`src/rtl/rdvc_ram.sv`:
```
module rdvc_ram #(
	parameter int WIDTH = 8,
	parameter int DEPTH = 16
) (
	input  logic                     clk,
	input  logic                     we,
	input  logic [$clog2(DEPTH)-1:0] waddr,
	input  logic [WIDTH-1:0]         wdata,
	input  logic [$clog2(DEPTH)-1:0] raddr,
	output logic [WIDTH-1:0]         rdata
);

	logic [WIDTH-1:0] mem [DEPTH];

	// one write port, one registered read port
	always_ff @(posedge clk) begin
		if (we) begin
			mem[waddr] <= wdata;
		end
		rdata <= mem[raddr];
	end

endmodule

```
`config.mk`:
```
export PLATFORM = sky130hd
export DESIGN_NAME = rdvc_ram
export DESIGN_NICKNAME = d
export VERILOG_FILES = /design/src/rtl/rdvc_ram.sv
export SDC_FILE = /design/constraint.sdc
export NUM_CORES = 1
export LEC_CHECK = 0
export BUFFER_PORTS_ARGS = -buffer_cell sky130_fd_sc_hd__buf_2
export CAP_MARGIN = 0
export CORE_AREA = 2 2 147 149
export CTS_CLUSTER_DIAMETER = 100
export CTS_CLUSTER_SIZE = 14
export DETAILED_ROUTE_END_ITERATION = 10
export DIE_AREA = 0 0 149 151
export SLEW_MARGIN = 15
export SYNTH_ARGS = -nofsm -noshare
export SYNTH_HDL_FRONTEND = slang
export SYNTH_SLANG_ARGS = --single-unit
```
`constraint.sdc`:
```
create_clock -name clk -period 4.42 [get_ports clk]
set_clock_uncertainty 0.2 [all_clocks]
set_input_delay 0.884 -clock clk [delete_from_list [all_inputs] [get_ports clk]]
set_output_delay 0.884 -clock clk [all_outputs]
set_load 0.03 [all_outputs]
```
After elaboration in Yosys (flattened, before gate mapping) --
Memories as Yosys holds them, arrays and structs flattened. A register that Yosys moved wholly into a read port is not among the register bits. Index checks and enable logic that the tools add are counted.
Operators by class: multiplexer cells 2
Operator list (number):
- 2-to-1 mux 1 bit | 2
Storage, ports and cells: flip-flop bits (word level) 0, memory bits (writable) 128, output and inout bits 8, memories 1
Memory list:
- mem | depth 16, bits a word 8, rd ports 1, clocked after memory_dff 1, wr ports 1, line 13 | logic [WIDTH-1:0] mem [DEPTH];

Longest topological paths before layout --
Gate-level depths: netlist of run 1.
depth in word-level cells 2, mapped depth 5

Least setup slack after synthesis of run 1 --
Ideal clock, no wire load.
path kind input port to flip-flop, start input waddr[2], end memory mem[0][0], enable pin, arrival time 1.994 ns, required time 3.837 ns, slack 1.843 ns, stages on the path 2, buffers on the path 0, cells stage by stage or3b_2 > nor3_1
RTL lines:
- start, declared | line 7 | input logic [$clog2(DEPTH)-1:0] waddr,
- end, declared | line 13
Straight into the memory's write port.

==> results.json, run 1 <==
{
  "status": "completed",
  "synth_ff_type": "edfxtp_1",
  "synth-seq-cells": 136,
  "clkTransAtPathRegs_ns": 0.06,
  "ys_top_cells_by_area": "edfxtp_1 (75%), mux4_2 (7.9%), mux4_1 (7.1%)",
  "finalHoldViolations": 0,
  "dpl.hpwl_mm": 6.41,
  "path_max_fanout": 27,
  "place_area_mm2": 0.00557,
  "drv_cap": 0,
  "syn_to_final_growth_pct": 19.3,
  "critical_path.endpoint_type": "flop",
  "insertion_delay_ns": 0.42,
  "core_area_mm2": 0.0208,
  "num_rows": 53,
  "htree_levels": 4,
  "yosysTopAreaCell": "edfxtp_1",
  "wl_per_cell_um": 18.1,
  "ctsResizeCount": 0,
  "syn_area_mm2": 0.00515,
  "yosysWarnings": 0,
  "cp_data_arrival_time_ns": 2.73,
  "place.gp.congestion": 0.747,
  "grt_use_total_pct": 9.54,
  "synthDistinctLibCells": 19,
  "post-route-cell-area_mm2": 0.00614,
  "grt_setup_unrepaired": "false",
  "die-area_mm2": 0.0225,
  "power_frac_seq_pct": 49.0,
  "num_antenna_cells": 0,
  "async_reset_ff_share_pct": 0,
  "antenna_found_initial": 1,
  "synth-seq-area-share_pct": 77.8,
  "cts_buffer_depth": 2,
  "vias": 2361,
  "die_w_um": 149,
  "intPower_uw": 2330,
  "grt_max_degree": 33,
  "vdd_drop_max_mv": 0.302,
  "worstSetupPathType": "primary input to flop",
  "drtIter0Drc": 168,
  "synth_edf_count": 128,
  "required_ns": 4.52,
  "hold_path.class": "flop to flop",
  "tns_ns": 0,
  "initial_core_util_pct": 24.7,
  "nNetsFinal": 286,
  "portBuffers": 25,
  "drc": 0,
  "yosysTopAreaCellShare_pct": 74.7,
  "cts_made_buffers": 17,
  "synth_nets": 247,
  "grt_pass1_wl_mm": 15.2,
  "ios": 26,
  "clock-sinks": 136,
  "clkPwrFrac_pct": 46.2,
  "slew_violations": 0,
  "detail-route-antenna-nets": 0,
  "pwr-share-comb_pct": 4.8,
  "fin_crit_ns": 2.63,
  "ctsHoldBuffers": 0,
  "fin_util_pct": 29.5,
  "slew_headroom_pct": 34.2,
  "cts_setup_buffers": 0,
  "worst_slew_pin_slew_ns": 0.983,
  "p_sw_share_pct": 21.5,
  "post_synth_most_frequent_cells": "edfxtp_1 (128), mux4_2 (18), a22oi_1 (16)",
  "grt_pass1_vias": 2530,
  "synth.most_common_cell": "edfxtp_1",
  "synth_cells": 229,
  "drt_wl_total_mm": 10.1,
  "fmax_ghz": 0.380,
  "fin_crit_sh_pct": 59.6,
  "viasPerCell": 4.25,
  "root_buffer": "clkbuf_16",
  "cts_tree": "yes",
  "cellLeakagePower_uw": 0.00199,
  "avgSynthCellArea_um2": 22.5,
  "p_switching_uw": 637,
  "setup_viol": 0,
  "grt.overflow.total": 0,
  "layout-drive-gt1-share_pct": 28.2,
  "cp-start-kind": "primary input",
  "first_pass_iters": 4,
  "p_per_area_mw_per_mm2": 483,
  "die_y_um": 151
}
-- final timing paths --
kind / start / to / slack (ns) / cells after the start
worst max-delay path: raddr[0] / rdata[5] / 1.79 / 5
worst min-delay path: mem[14][4] / rdata[4] / 0.48 / 3
worst max register to register: mem[3][4] / rdata[4] / 2.87 / 3
worst min register to register: mem[14][4] / rdata[4] / 0.48 / 3
-- per-layer routing --
metal | vias to the layer above | global-route usage, % | share of wire (%)
met5 | - | 0 | 0
met4 | 0 | 4.24 | 1.8
met3 | 14 | 2.74 | 6.4
met2 | 71 | 13.9 | 45
met1 | 1228 | 13.3 | 47
li1 | 1048 | - | -
-- power groups by stage --
stage                     Clock, uW  Combinational (uW)  Sequential [uW]
after global placement            0                 142             1480
after CTS                      1390                 145             1450
after global routing           1440                 155             1450
after detailed placement          0                 145             1480
final                          1370                 142             1450
after floorplan                   0                73.2             1490
-- cells by family after synthesis --
kind of cell	synth area share, %
flops	77.8
simple gates	3.18
mux	15.0
compound gates	2.33
buf+inv	1.68
-- critical path, cell delays in order --
cell and delay, ns:
buf_2 0.68, buf_4 0.30, mux4_1 0.57, a22oi_1 0.20
nand2_1 0.08
-- through the flow --
step	setup WS, ns	instances	hold WS (ns)	total power [uW]
finish	1.79	555	0.477	2960
CTS	1.73	555	0.480	2990
detailed placement	1.30	524	0.460	1620
global route	1.61	555	0.503	3050
floorplan	1.84	229	0.429	1570
global placement	1.32	524	0.458	1620
-- flip-flops by register name, indices dropped and copies added, names as in the netlist --
| signal | flops |
|---|---|
| rdata | 8 |
| mem | 128 |
-- layout by cell type (no fill, tap or decap) --
cell        instances
a22oi_1            16
and2_1              1
and2b_1             1
buf_2              25
buf_4               5
bufinv_16           2
clkbuf_1            1
clkbuf_16          17
clkinv_2            1
clkinv_4            1
clkinvlp_4          5
dfxtp_1             8
edfxtp_1          128
inv_6               4
mux4_1             14
mux4_2             18
nand2_1             9
nand2b_1            2
nand3_1             1
nand3b_1            2
nor2_1             13
nor2b_1             1
nor3_1              4
or3b_2              1
-- layout make-up --
cell class | instances | area [um^2]
Clock buffer | 18 | 429
Clock inverter | 13 | 146
Fill cell | 2044 | 14700
Multi-Input combinational cell | 83 | 1060
Sequential cell | 136 | 4000
Tap cell | 275 | 344
Timing Repair Buffer | 30 | 163
Note: power is estimated with default switching activity, not from simulation.
==> run 2: changes to the inputs <==
==> constraint.sdc (replaced) <==
create_clock -name clk -period 2.38 [get_ports clk]
set_clock_uncertainty 0.2 [all_clocks]
set_input_delay 0.476 -clock clk [delete_from_list [all_inputs] [get_ports clk]]
set_output_delay 0.476 -clock clk [all_outputs]
set_load 0.03 [all_outputs]
==> run 2 against run 1 <==
  * Wire length increased by 4.3%
  * Combinational power rose by 99%
  * Via count is 3.6% higher
  * Largest power group unchanged
  * Sequential power grew 86%
  * Sequential share of layout area fell by 2.0 points
  * First-iteration DRC count up 7.1%
==> results.json, run 2 (synthesis gave the netlist of run 1 again) <==
{
  "status": "completed",
  "insertion_delay_ns": 0.41,
  "grt_setup_unrepaired": "false",
  "cts_made_buffers": 17,
  "largest_reg_flops": 128,
  "cp_data_arrival_time_ns": 1.81,
  "fin_ws_ns": 0.665,
  "critical_path.endpoint_type": "flop",
  "wl_per_cell_um": 18.3,
  "hold_path.class": "primary input to flop",
  "cts_buffer_depth": 2,
  "htree_levels": 4,
  "crit_family": "multiplexers",
  "drt_wl_total_mm": 10.5,
  "initial_core_util_pct": 24.7,
  "core_area_mm2": 0.0208,
  "setup_viol": 0,
  "final_cell_mix": "edfxtp_1 (128), buf_2 (25), buf_4 (21)",
  "regMostFlops": "mem",
  "first_pass_iters": 4,
  "dpl.hpwl_mm": 7.05,
  "placed_cells": 542,
  "finalHoldViolations": 0,
  "num_antenna_cells": 0,
  "ctsHoldBuffers": 0,
  "final_common_cell": "edfxtp_1",
  "holdPathStages": 1,
  "required_ns": 2.47,
  "grtUsageMet2_pct": 15.3,
  "gr-usage-met1_pct": 13.4,
  "drv_cap": 0,
  "intPower_uw": 4520,
  "antenna_found_initial": 0,
  "nNetsFinal": 304,
  "place.gp.congestion": 0.729,
  "critPathMaxStageDelay_ns": 0.58,
  "fmax_ghz": 0.583,
  "cts_setup_buffers": 0,
  "portBuffers": 25,
  "slew_headroom_pct": 73.3,
  "vdd_drop_max_mv": 0.446,
  "p_switching_uw": 1120,
  "fin_crit_sh_pct": 72.0,
  "syn_to_final_growth_pct": 23.1,
  "clkTransAtPathRegs_ns": 0.06,
  "use_met3_pct": 3.16,
  "slowest_stage": "mux4_1",
  "worst_slew_pin_slew_ns": 0.401,
  "die_w_um": 149,
  "grt_use_total_pct": 10.1,
  "vias": 2446,
  "power_frac_seq_pct": 47.8,
  "die-area_mm2": 0.0225,
  "reg.largest.list": "mem (128), rdata (8)",
  "num_rows": 53,
  "grt_pass1_vias": 2646,
  "root_buffer": "clkbuf_16",
  "slew_violations": 0,
  "die_y_um": 151,
  "drtIter0Drc": 180,
  "p_per_area_mw_per_mm2": 891,
  "cellLeakagePower_uw": 0.00213,
  "drc": 0,
  "detail-route-antenna-nets": 0,
  "worstSetupPathType": "primary input to flop",
  "p_sw_share_pct": 19.9,
  "path_cells": "buf_2 -> buf_12 -> mux4_1 -> a22oi_1 -> nand2_1",
  "clkPwrFrac_pct": 47.2,
  "grt_pass1_wl_mm": 16.0,
  "pwr-share-comb_pct": 5.0,
  "tns_ns": 0,
  "viasPerCell": 4.26,
  "cp.buffers_inverters": 2,
  "cp-start-kind": "primary input",
  "instances_no_fill": 574,
  "r2r_cells": 3,
  "path_depth": 5,
  "path_max_fanout": 22,
  "fill_cells": 2044,
  "grt_max_degree": 25,
  "pre_cts_ws_ns": 0.231,
  "ios": 26,
  "power_uw": 5650,
  "fin_crit_ns": 1.71,
  "grt.overflow.total": 0,
  "layout-drive-gt1-share_pct": 32.4,
  "clock-sinks": 136,
  "top_usage_layer": "met2",
  "cts_tree": "yes",
  "ctsResizeCount": 0
}
[run 2: metal layers]
metal | vias up | share of wire (%) | routed length (um)
met5 | - | 0 | 0
met4 | 0 | 1.6 | 169
met3 | 13 | 6.5 | 683
met2 | 72 | 47 | 4930
met1 | 1275 | 45 | 4710
li1 | 1086 | - | -
[run 2: stage by stage]
stage	utilization (%)	hold slack, ns	area, um^2
6_report	30.4	0.243	6340
4_1_cts	30.4	0.223	6340
3_3_place_gp	27.5	0.451	5730
2_1_floorplan	-	0.375	5150
5_1_grt	30.4	0.240	6340
3_5_place_dp	27.5	0.466	5730
[run 2: worst register-to-register path: stages (launching register included)]
cell and delay, ns:
edfxtp_1 0.36, mux4_2 0.48, a22oi_1 0.33, nand2_1 0.09
[run 2: area by class of cell]
cell class | instances | area (um^2) | share of cell area (%)
clock buffer | 17 | 425 | 6.71
clock inverter | 15 | 183 | 2.88
timing repair buffer | 48 | 323 | 5.09
tap | 275 | 344 | 5.43
sequential | 136 | 4000 | 63.2
multi-input combinational | 83 | 1060 | 16.7
[run 2: power by group through the flow]
stage | sequential (uW) | combinational, uW | clock (uW)
finish | 2700 | 282 | 2670
global route | 2700 | 308 | 2820
CTS | 2700 | 288 | 2710
detailed placement | 2750 | 287 | 0
global placement | 2750 | 279 | 0
floorplan | 2770 | 136 | 0
[run 2: worst paths after layout]
| check | startpoint | end | slack (ns) |
|---|---|---|---|
| worst max-delay path | raddr[0] | rdata[1] | 0.67 |
| worst max register to register | mem[3][4] | rdata[4] | 0.80 |
| worst min register to register | mem[12][4] | rdata[4] | 0.48 |
| worst min-delay path | wdata[6] | mem[11][6] | 0.24 |
